$ cat src/sv/ppmt_pkg.sv
// ----------------------------------------------------------------------------
// ppmt_pkg
// shared codes, token type and helpers of the prefix pattern match table
// ----------------------------------------------------------------------------
package ppmt_pkg;

   localparam int unsigned VALUE_W = 128;
   localparam int unsigned CODE_W  = 4;
   localparam int unsigned OP_W    = 2;

   typedef logic [OP_W-1:0]    op_type;
   typedef logic [CODE_W-1:0]  code_type;
   typedef logic [VALUE_W-1:0] value_type;

   localparam op_type OP_CLEAR  = 2'd0;
   localparam op_type OP_APPEND = 2'd1;
   localparam op_type OP_QUERY  = 2'd2;
   localparam op_type OP_NONE   = 2'd3;

   // one item travelling down the cell row
   typedef struct packed {
      logic      valid;
      op_type    op;
      code_type  code;
      logic      overflow;
      logic      hit;
      value_type value;      // pattern or query bytes, first byte in the top bits
   } token_type;

   // top (code+1) bytes of a 128-bit word
   function automatic value_type prefix_mask(input code_type code);
      return {VALUE_W{1'b1}} << {~code, 3'b000};
   endfunction

   // move the low (code+1) bytes of a pattern to the top of the word
   function automatic value_type align_pattern(input value_type value,
                                               input code_type code);
      return value << {~code, 3'b000};
   endfunction

endpackage

$ cat src/sv/ppmt_cell.sv
// ----------------------------------------------------------------------------
// ppmt_cell
// one table entry: captures an append aimed at its slot, matches queries
// ----------------------------------------------------------------------------
module ppmt_cell #(
   parameter int CELL_INDEX = 0,
   parameter int COUNT_W    = 7
) (
   input  logic                 clock,
   input  logic                 reset,
   input  logic                 advance,
   input  ppmt_pkg::token_type  tok_in,
   input  logic [COUNT_W-1:0]   count_in,
   output ppmt_pkg::token_type  tok_out,
   output logic [COUNT_W-1:0]   count_out
);

   ppmt_pkg::value_type entry_value_ff;
   ppmt_pkg::code_type  entry_code_ff;
   ppmt_pkg::token_type tok_ff;
   ppmt_pkg::token_type tok_in_next;
   logic [COUNT_W-1:0]  count_ff;
   logic                active;
   logic                match;
   logic                write_en;

   // entry is live for this item when its slot lies below the item's count
   assign active = count_in > COUNT_W'(CELL_INDEX);
   assign match  = ((tok_in.value ^ entry_value_ff)
                    & ppmt_pkg::prefix_mask(entry_code_ff)) == '0;

   // an append carries the count after it, so its slot is count minus one
   assign write_en = advance && tok_in.valid && (tok_in.op == ppmt_pkg::OP_APPEND)
                     && !tok_in.overflow && (count_in == COUNT_W'(CELL_INDEX + 1));

   always_comb begin
      tok_in_next     = tok_in;
      tok_in_next.hit = tok_in.hit | (tok_in.valid && (tok_in.op == ppmt_pkg::OP_QUERY)
                                      && active && match);
   end

   always_ff @(posedge clock) begin
      if (write_en) begin
         entry_value_ff <= tok_in.value;
         entry_code_ff  <= tok_in.code;
      end
   end

   always_ff @(posedge clock) begin
      if (reset) begin
         tok_ff.valid <= 1'b0;
      end else if (advance) begin
         tok_ff   <= tok_in_next;
         count_ff <= count_in;
      end
   end

   assign tok_out   = tok_ff;
   assign count_out = count_ff;

endmodule

$ cat config.mk
export PLATFORM = sky130hd
export DESIGN_NAME = ppmt_cell
export DESIGN_NICKNAME = d
export VERILOG_FILES = /design/src/sv/ppmt_pkg.sv /design/src/sv/ppmt_cell.sv
export SDC_FILE = /design/constraint.sdc
export NUM_CORES = 1
export LEC_CHECK = 0
export ABC_AREA = 0
export BUFFER_PORTS_ARGS = -buffer_cell sky130_fd_sc_hd__buf_2
export CORE_MARGIN = 2
export CORE_UTILIZATION = 46
export DETAILED_ROUTE_END_ITERATION = 12
export MAX_ROUTING_LAYER = met4
export PLACE_DENSITY = 0.83
export SLEW_MARGIN = 20
export SYNTH_ARGS = -nofsm -noshare
export SYNTH_HDL_FRONTEND = slang
export SYNTH_SLANG_ARGS = --single-unit
$ cat constraint.sdc
create_clock -name clock -period 12.1 [get_ports clock]
set_input_delay 1.815 -clock clock [delete_from_list [all_inputs] [get_ports clock]]
set_output_delay 1.815 -clock clock [all_outputs]
set_load 0.05 [all_outputs]
Word level (Yosys, flattened, before mapping):

Index checks and enable logic that the tools add are counted.

* flip-flop bits (word level): 276
* logic and storage cells: 29
* output and inout port bits: 144
* bits of input ports: 147

* equal/unequal tests: 3
* bitwise operators: 5
* order comparisons: 1
* shifts and indexed selects: 1
* reductions and logical operators: 10

Operator list (number)
* 128-bit bitwise AND: 1
* 128-bit zero test: 1
* 128-bit by 7-bit left shift with 128-bit output, first input constant: 1
* 128-bit XOR: 1
* 7-bit by 1-bit equality test with 1-bit output, second input constant: 1
* 7-bit by 1-bit > comparator with 1-bit output, second input constant: 1
* 1-bit logical AND: 7
* 4-bit inverter: 1
* 2-bit by 1-bit equality test with 1-bit output, second input constant: 1
* 2-bit equality test, second input constant: 1
* 2-bit AND reduction: 1
* 1-bit zero test: 1
* 1-bit inverter: 1
* 1-bit OR: 1

Depth between registers and ports, before layout:

Gate-level depths: netlist of run 1.

* word-level depth: 6
* depth in mapped cells: 6
* gate-level depth less buffers: 6

Worst setup path after synthesis of run 1:

No wires, ideal clock.

* kind: input to register
* start point: input count_in[2]
* end point: register entry_code_ff[0], enable pin
* setup time: 0.785 ns
* setup slack: 0.226 ns
* buffers on the path: 0
* required time: 11.315 ns
* cell stages on the path: 3
* arrival time: 11.089 ns
* cells stage by stage: nor4_1 -> nand2_1 -> nor3_1

* longest elaborated chain between the ends: 2

RTL lines
* start, declared: line ppmt_cell.sv:13 `input logic [COUNT_W-1:0] count_in,`
* 7-bit by 1-bit equality test with 1-bit output: line ppmt_cell.sv:34 `&& !tok_in.overflow && (count_in == COUNT_W'(CELL_INDEX + 1));`
* 1-bit logical AND: line ppmt_cell.sv:34
* via write_en: line ppmt_cell.sv:25 `logic write_en;`
* end signal, assigned: line ppmt_cell.sv:45 `entry_code_ff <= tok_in.code;`
* end, declared: line ppmt_cell.sv:19 `ppmt_pkg::code_type entry_code_ff;`

The timed path passes the listed nets, and every way through them passes these cells.
A chain may end at the register's enable or synchronous reset.

Final worst setup path of run 1:

* start point: input advance
* end point: register tok_ff (netlist bit tok_out[79]), enable pin

* longest elaborated chain between the ends: 1

RTL lines
* start, declared: line ppmt_cell.sv:11 `input logic advance,`
* 2-bit AND reduction (no line)
* end signal, assigned: line ppmt_cell.sv:53 `tok_ff <= tok_in_next;`
* end, declared: line ppmt_cell.sv:20 `ppmt_pkg::token_type tok_ff;`

Every way passes these cells.

==> run metrics, run 1 <==
Crit Path Max Fanout 84; Num CTS Buffers 28; layout cells sized above 1 0.409; RSZ-0062 raised after global routing false; row count 53; Cells after Synth 480; Clock Path Buffers 3; post-synthesis cell area 9870 µm²; Hold Crit Class flip-flop to flip-flop; r2r startpoint entry_value_ff[51]; TritonCTS Sinks 276; crit share post-route 0.291; Worst Path Required 12.24 ns; minimum clock period after layout 3.52 ns; core region area 21000 µm²; total gr overflow 0; Post-synth EDFFs 275; vias in the first global route 5334; Final setup viols 0; CTS tree done; clk_lat worst skew 0.53 ns; Die X 151 µm; CP dominant cell by count buf_4; Cell variety after synth 29; Initial Util 0.470; reg2reg path depth 6; reg-to-reg endpoint tok_out[128]; P&R area growth vs syn 27.5%; largest vdd supply drop 125 µV; Post-Place Worst Slack 8.01 ns; post-synth top area share 0.836; worst reg-to-reg setup slack 9.97 ns; hold bufs inserted after CTS 0; DR iter-0 viols 224; via count 5342; fillcell total 1573; Worst slew margin 0.279; post-synthesis sequential area ratio 0.838; first-pass GRT wire length 28600 µm; Commonest cells post-synth edfxtp_1 (275), xnor2_1 (104), nand4_1 (25), xor2_1 (24), nor4_1 (10); slowest CP cell buf_4; worst slew pin tran 1.08 ns; leak pwr 0.00454 µW; Vias/cell 4.86; Avg Inst Size Synth 20.6 µm²; max_cap viols 0; Max Clock Skew 0.00746 ns; dpl hpwl 14100 µm; CP Buf/Inv Count 3; Critical path destination tok_out[79]; Ports 291; DIE AREA 22700 µm²; post_cts resized 0; Crit. Startpoint advance; slack of the critical path 8.58 ns; Post-CTS Setup Bufs 0; global-route usage over all layers 0.170; Crit. path cell count 4; setup TNS 0 ns; DR pass1 iterations 4; Synth Register Bits 276; H-tree Lvls 1; Most used DFF post-synth edfxtp_1; Max Fclk 284 MHz; ys async rst share 0; Setup crit start kind primary input; DRC violations left 0; CP Data Arrival Time 3.67 ns; top-count cell post-synth edfxtp_1; Worst Setup Path Type primary input to flip-flop; Detailed Route WL 19500 µm; routability cong. 0.756; largest net degree at the start of global routing 85; status complete, no violations; crit end category flip-flop; PD cells 169 nW/µm²; IO Port Bufs 290; Crit path largest cell delay 0.89 ns; Die H 151 µm; Slew Limit Fails 0; crit path cell chain buf_2, nor2b_4, buf_4, buf_4; Worst-path clk slew 0.06 ns; YS warnings 0; Hold Vio Cnt, Final 0; clock root cell clkbuf_16; nets@finish 951; Final ANT Viol Nets 0; leading area contributor after synthesis edfxtp_1; delay-heaviest family, CP buffers and inverters; antenna violations before repair 1; drt wl/cell 17.7 µm; top post-synthesis cells by area edfxtp_1 (84%), xnor2_1 (9.2%), xor2_1 (2.1%); Syn Nets 627
==> tightest hold or removal path: stages (launching register included) <==
cell and delay [ns]:
dfxtp_1 0.32, nand2b_1 0.07, a21oi_1 0.06
==> stage by stage <==
stage	power, µW	util	instances	area (µm²)	hold WS [ns]
2_1_floorplan	1270	-	480	9870	0.683
3_3_place_gp	1340	0.557	1049	11700	0.471
3_5_place_dp	1340	0.557	1049	11700	0.486
4_1_cts	2150	0.599	1099	12600	0.496
5_1_grt	2200	0.599	1100	12600	0.527
6_report	2130	0.599	1100	12600	0.488
==> worst min path at each step <==
| stage | start | endpoint | slack [ns] | cells after the start |
|---|---|---|---|---|
| 6_report | tok_out[136] | tok_out[136] | 0.49 | 2 |
| 3_5_place_dp | tok_out[136] | tok_out[136] | 0.49 | 2 |
| 5_1_grt | tok_out[136] | tok_out[136] | 0.53 | 2 |
| 4_1_cts | tok_out[136] | tok_out[136] | 0.50 | 2 |
| 2_1_floorplan | entry_code_ff[3] | tok_out[128] | 0.68 | 2 |
| 3_3_place_gp | tok_out[136] | tok_out[136] | 0.47 | 2 |
==> flip-flops by register name, summed over array words and instances (netlist names) <==
register	cells
entry_value_ff	128
tok_out	137
count_out	7
entry_code_ff	4
==> cells in the final DEF, fill, tap and decap left out, drive strengths merged, types with 2 or more instances in the layout <==
master / netlist / final
nand4: 25 / 25
edfxtp: 275 / 275
nand2: 7 / 7
bufinv: 0 / 2
o21ai: 7 / 7
xnor2: 104 / 104
nor4: 11 / 11
nor2: 3 / 3
clkinv: 0 / 15
a22oi: 2 / 2
inv: 3 / 4
a21oi: 2 / 2
xor2: 24 / 24
buf: 0 / 294
clkbuf: 0 / 31
==> metal layers <==
metal | vias up | track usage | share of wire
met2 | 213 | 0.281 | 0.50
li1 | 2511 | - | -
met5 | - | - | 0
met3 | 38 | 0.0397 | 0.078
met1 | 2580 | 0.210 | 0.40
met4 | 0 | 0.0509 | 0.024
==> kinds of logic after synthesis <==
kind of cell,after synthesis,synth area share
compound gates,20,0.0142
xor+xnor,128,0.114
fa+ha+maj,1,0.00101
buf+inv,3,0.00114
flops,276,0.838
simple gates,52,0.0317
==> final cells by class <==
class / count / area (µm²) / share of cell area
sequential: 276 / 8280 / 0.657
tap: 275 / 344 / 0.0273
timing repair buffer: 294 / 1480 / 0.118
clock buffer: 31 / 733 / 0.0582
inverter: 3 / 11.3 / 0.000894
clock inverter: 19 / 144 / 0.0114
multi-input combinational: 201 / 1600 / 0.127
antenna: 1 / 2.50 / 0.000199
==> power breakdown <==
| part | internal (µW) | total (µW) | switching [µW] |
|---|---|---|---|
| sequential | 1090 | 1100 | 7.33 |
| combinational | 53.0 | 221 | 168 |
| clock | 476 | 814 | 338 |
(Power assumes the default switching activity.)
==> run 2, diff against run 1 <==
- CORE_UTILIZATION: 46 -> 51
- PLACE_DENSITY: 0.83 -> 0.87
- clock period: 12.1 -> 3.3 ns (I/O delays scaled with it)
==> run 2 against run 1 <==
Die area fell by 9.6%. Worst setup slack got worse by 7.3 ns. Largest power group unchanged. Sequential power rose to 3.7 times the previous value. Critical endpoint is now tok_out[128]. Clock skew rose by 0.0014 ns.
==> run metrics, run 2 (synthesis results as in run 1) <==
status complete, no violations (unchanged); row count 50 (was 53); clock network power share 0.387 (was 0.382); via count 5409 (was 5342); IO Port Bufs 290 (unchanged); Max Clock Skew 0.00887 ns (was 0.00746 ns); P&R area growth vs syn 28.6% (was 27.5%); post-layout util 0.674 (was 0.599); most common cell after layout, fill and taps aside buf_2 (unchanged); minimum clock period after layout 2.06 ns; dpl hpwl 14600 µm (was 14100 µm); largest net degree at the start of global routing 71 (was 85); Hold Vio Cnt, Final 0 (unchanged); Initial Util 0.524 (was 0.470); Num CTS Buffers 28 (unchanged); CP Data Arrival Time 2.46 ns (was 3.67 ns); total gr overflow 0 (unchanged); Max Fclk 485 MHz; Switching Share 0.239 (was 0.241); largest vdd supply drop 613 µV (was 125 µV); DR pass1 iterations 4 (unchanged); Final ANT Viol Nets 0 (unchanged); crit share post-route 0.625; Worst slew margin 0.430 (was 0.279); fillcell total 1256 (was 1573); leak pwr 0.00460 µW (was 0.00454 µW); first-pass GRT wire length 29500 µm (was 28600 µm); Gate power share 0.104 (about the same); Clock Path Buffers 3 (unchanged); Worst-path clk slew 0.06 ns (about the same); routability cong. 0.776 (was 0.756); Worst Path Required 3.70 ns (was 12.24 ns); Ports 291 (unchanged); vias in the first global route 5631 (was 5334); TritonCTS Sinks 276 (unchanged); worst slew pin tran 0.852 ns (was 1.08 ns); Internal Pwr Total 6020 µW (was 1620 µW); post_cts resized 0 (unchanged); Reg power frac 0.509 (was 0.514); hold bufs inserted after CTS 0 (unchanged); Detailed Route WL 20000 µm (was 19500 µm); CTS tree done (unchanged); DR iter-0 viols 207 (was 224); Die X 143 µm (was 151 µm); P_sw 1890 µW (was 514 µW); layout cells sized above 1 0.415 (was 0.409); Ant. Diodes 0 (was 1); drt wl/cell 18.4 µm (was 17.7 µm); Worst Setup Path Type flip-flop to flip-flop (was primary input to flip-flop); DIE AREA 20500 µm² (was 22700 µm²); Hold WS 0.160 ns (was 0.488 ns); Post-CTS Setup Bufs 0 (unchanged); core region area 18800 µm² (was 21000 µm²); RSZ-0062 raised after global routing false (unchanged); Crit Path Max Fanout 2 (was 84); max_cap viols 0 (unchanged); Die H 143 µm (was 151 µm); most frequent cells in the layout buf_2 (290), edfxtp_1 (275), xnor2_1 (104) (unchanged); Final setup viols 0 (unchanged); H-tree Lvls 1 (unchanged); DRC violations left 0 (unchanged); Placed Instances 1038 (was 1049); Layout Cells excl Fill 1088 (was 1100); nets@finish 955 (was 951); clock root cell clkbuf_16 (unchanged); Slew Limit Fails 0 (unchanged); max FFs per register 137 (unchanged); antenna violations before repair 0 (was 1); Vias/cell 4.97 (was 4.86); Hold Crit Class primary input to flip-flop (was flip-flop to flip-flop); crit end category flip-flop (unchanged); global-route usage over all layers 0.194 (was 0.170); Setup crit start kind flip-flop (was primary input); PD cells 622 nW/µm² (was 169 nW/µm²); clk_lat worst skew 0.53 ns (about the same)
-- run 2: final timing paths --
check / startpoint / to / slack [ns] / cells after the start
min reg2reg: tok_out[136] / tok_out[136] / 0.51 / 2
min: tok_in[129] / tok_out[129] / 0.16 / 1
max: entry_value_ff[94] / tok_out[128] / 1.24 / 6
max reg2reg: entry_value_ff[94] / tok_out[128] / 1.24 / 6
-- run 2: power groups by stage --
stage / registers, µW / clock network, µW / logic (µW)
after global routing: 4030 / 3260 / 861
after global placement: 4090 / 0 / 813
after floorplan: 4530 / 0 / 102
final: 4020 / 3060 / 822
after detailed placement: 4090 / 0 / 826
after CTS: 4020 / 3130 / 830
-- run 2: metal layers --
metal | routed length (µm) | vias to the layer above | GRT usage
met5 | 0 | - | -
met4 | 446 | 0 | 0.0479
met3 | 1320 | 38 | 0.0456
met2 | 10300 | 194 | 0.332
met1 | 7890 | 2652 | 0.236
li1 | - | 2525 | -
-- run 2: metrics by stage --
stage / power (µW) / worst slack (ns) / TNS, ns / instance area [µm²]
4_1_cts: 7980 / 1.23 / 0 / 12700
2_1_floorplan: 4630 / -1.16 / -153.75 / 9910
3_3_place_gp: 4900 / 0.921 / 0 / 11800
5_1_grt: 8150 / 1.02 / 0 / 12700
6_report: 7900 / 1.24 / 0 / 12700
3_5_place_dp: 4920 / 0.883 / 0 / 11800
-- run 2: layout make-up --
class                   instances  area [µm²]  share of cell area
well taps                     260         325              0.0256
repair buffers                298        1560               0.123
clock buffers                  32         737              0.0580
flip-flops and latches        276        8280               0.652
multi-input cells             201        1620               0.128
inverters                       3        11.3            0.000887
clock inverters                18         166              0.0131
-- run 2: worst max-delay path, cell delays in order (launching register included) --
cell	delay, ns
edfxtp_1	0.39
xnor2_1	0.19
nand4_1	0.16
nor4_1	0.45
a31oi_1	0.17
nor4_1	0.37
a41o_1	0.22
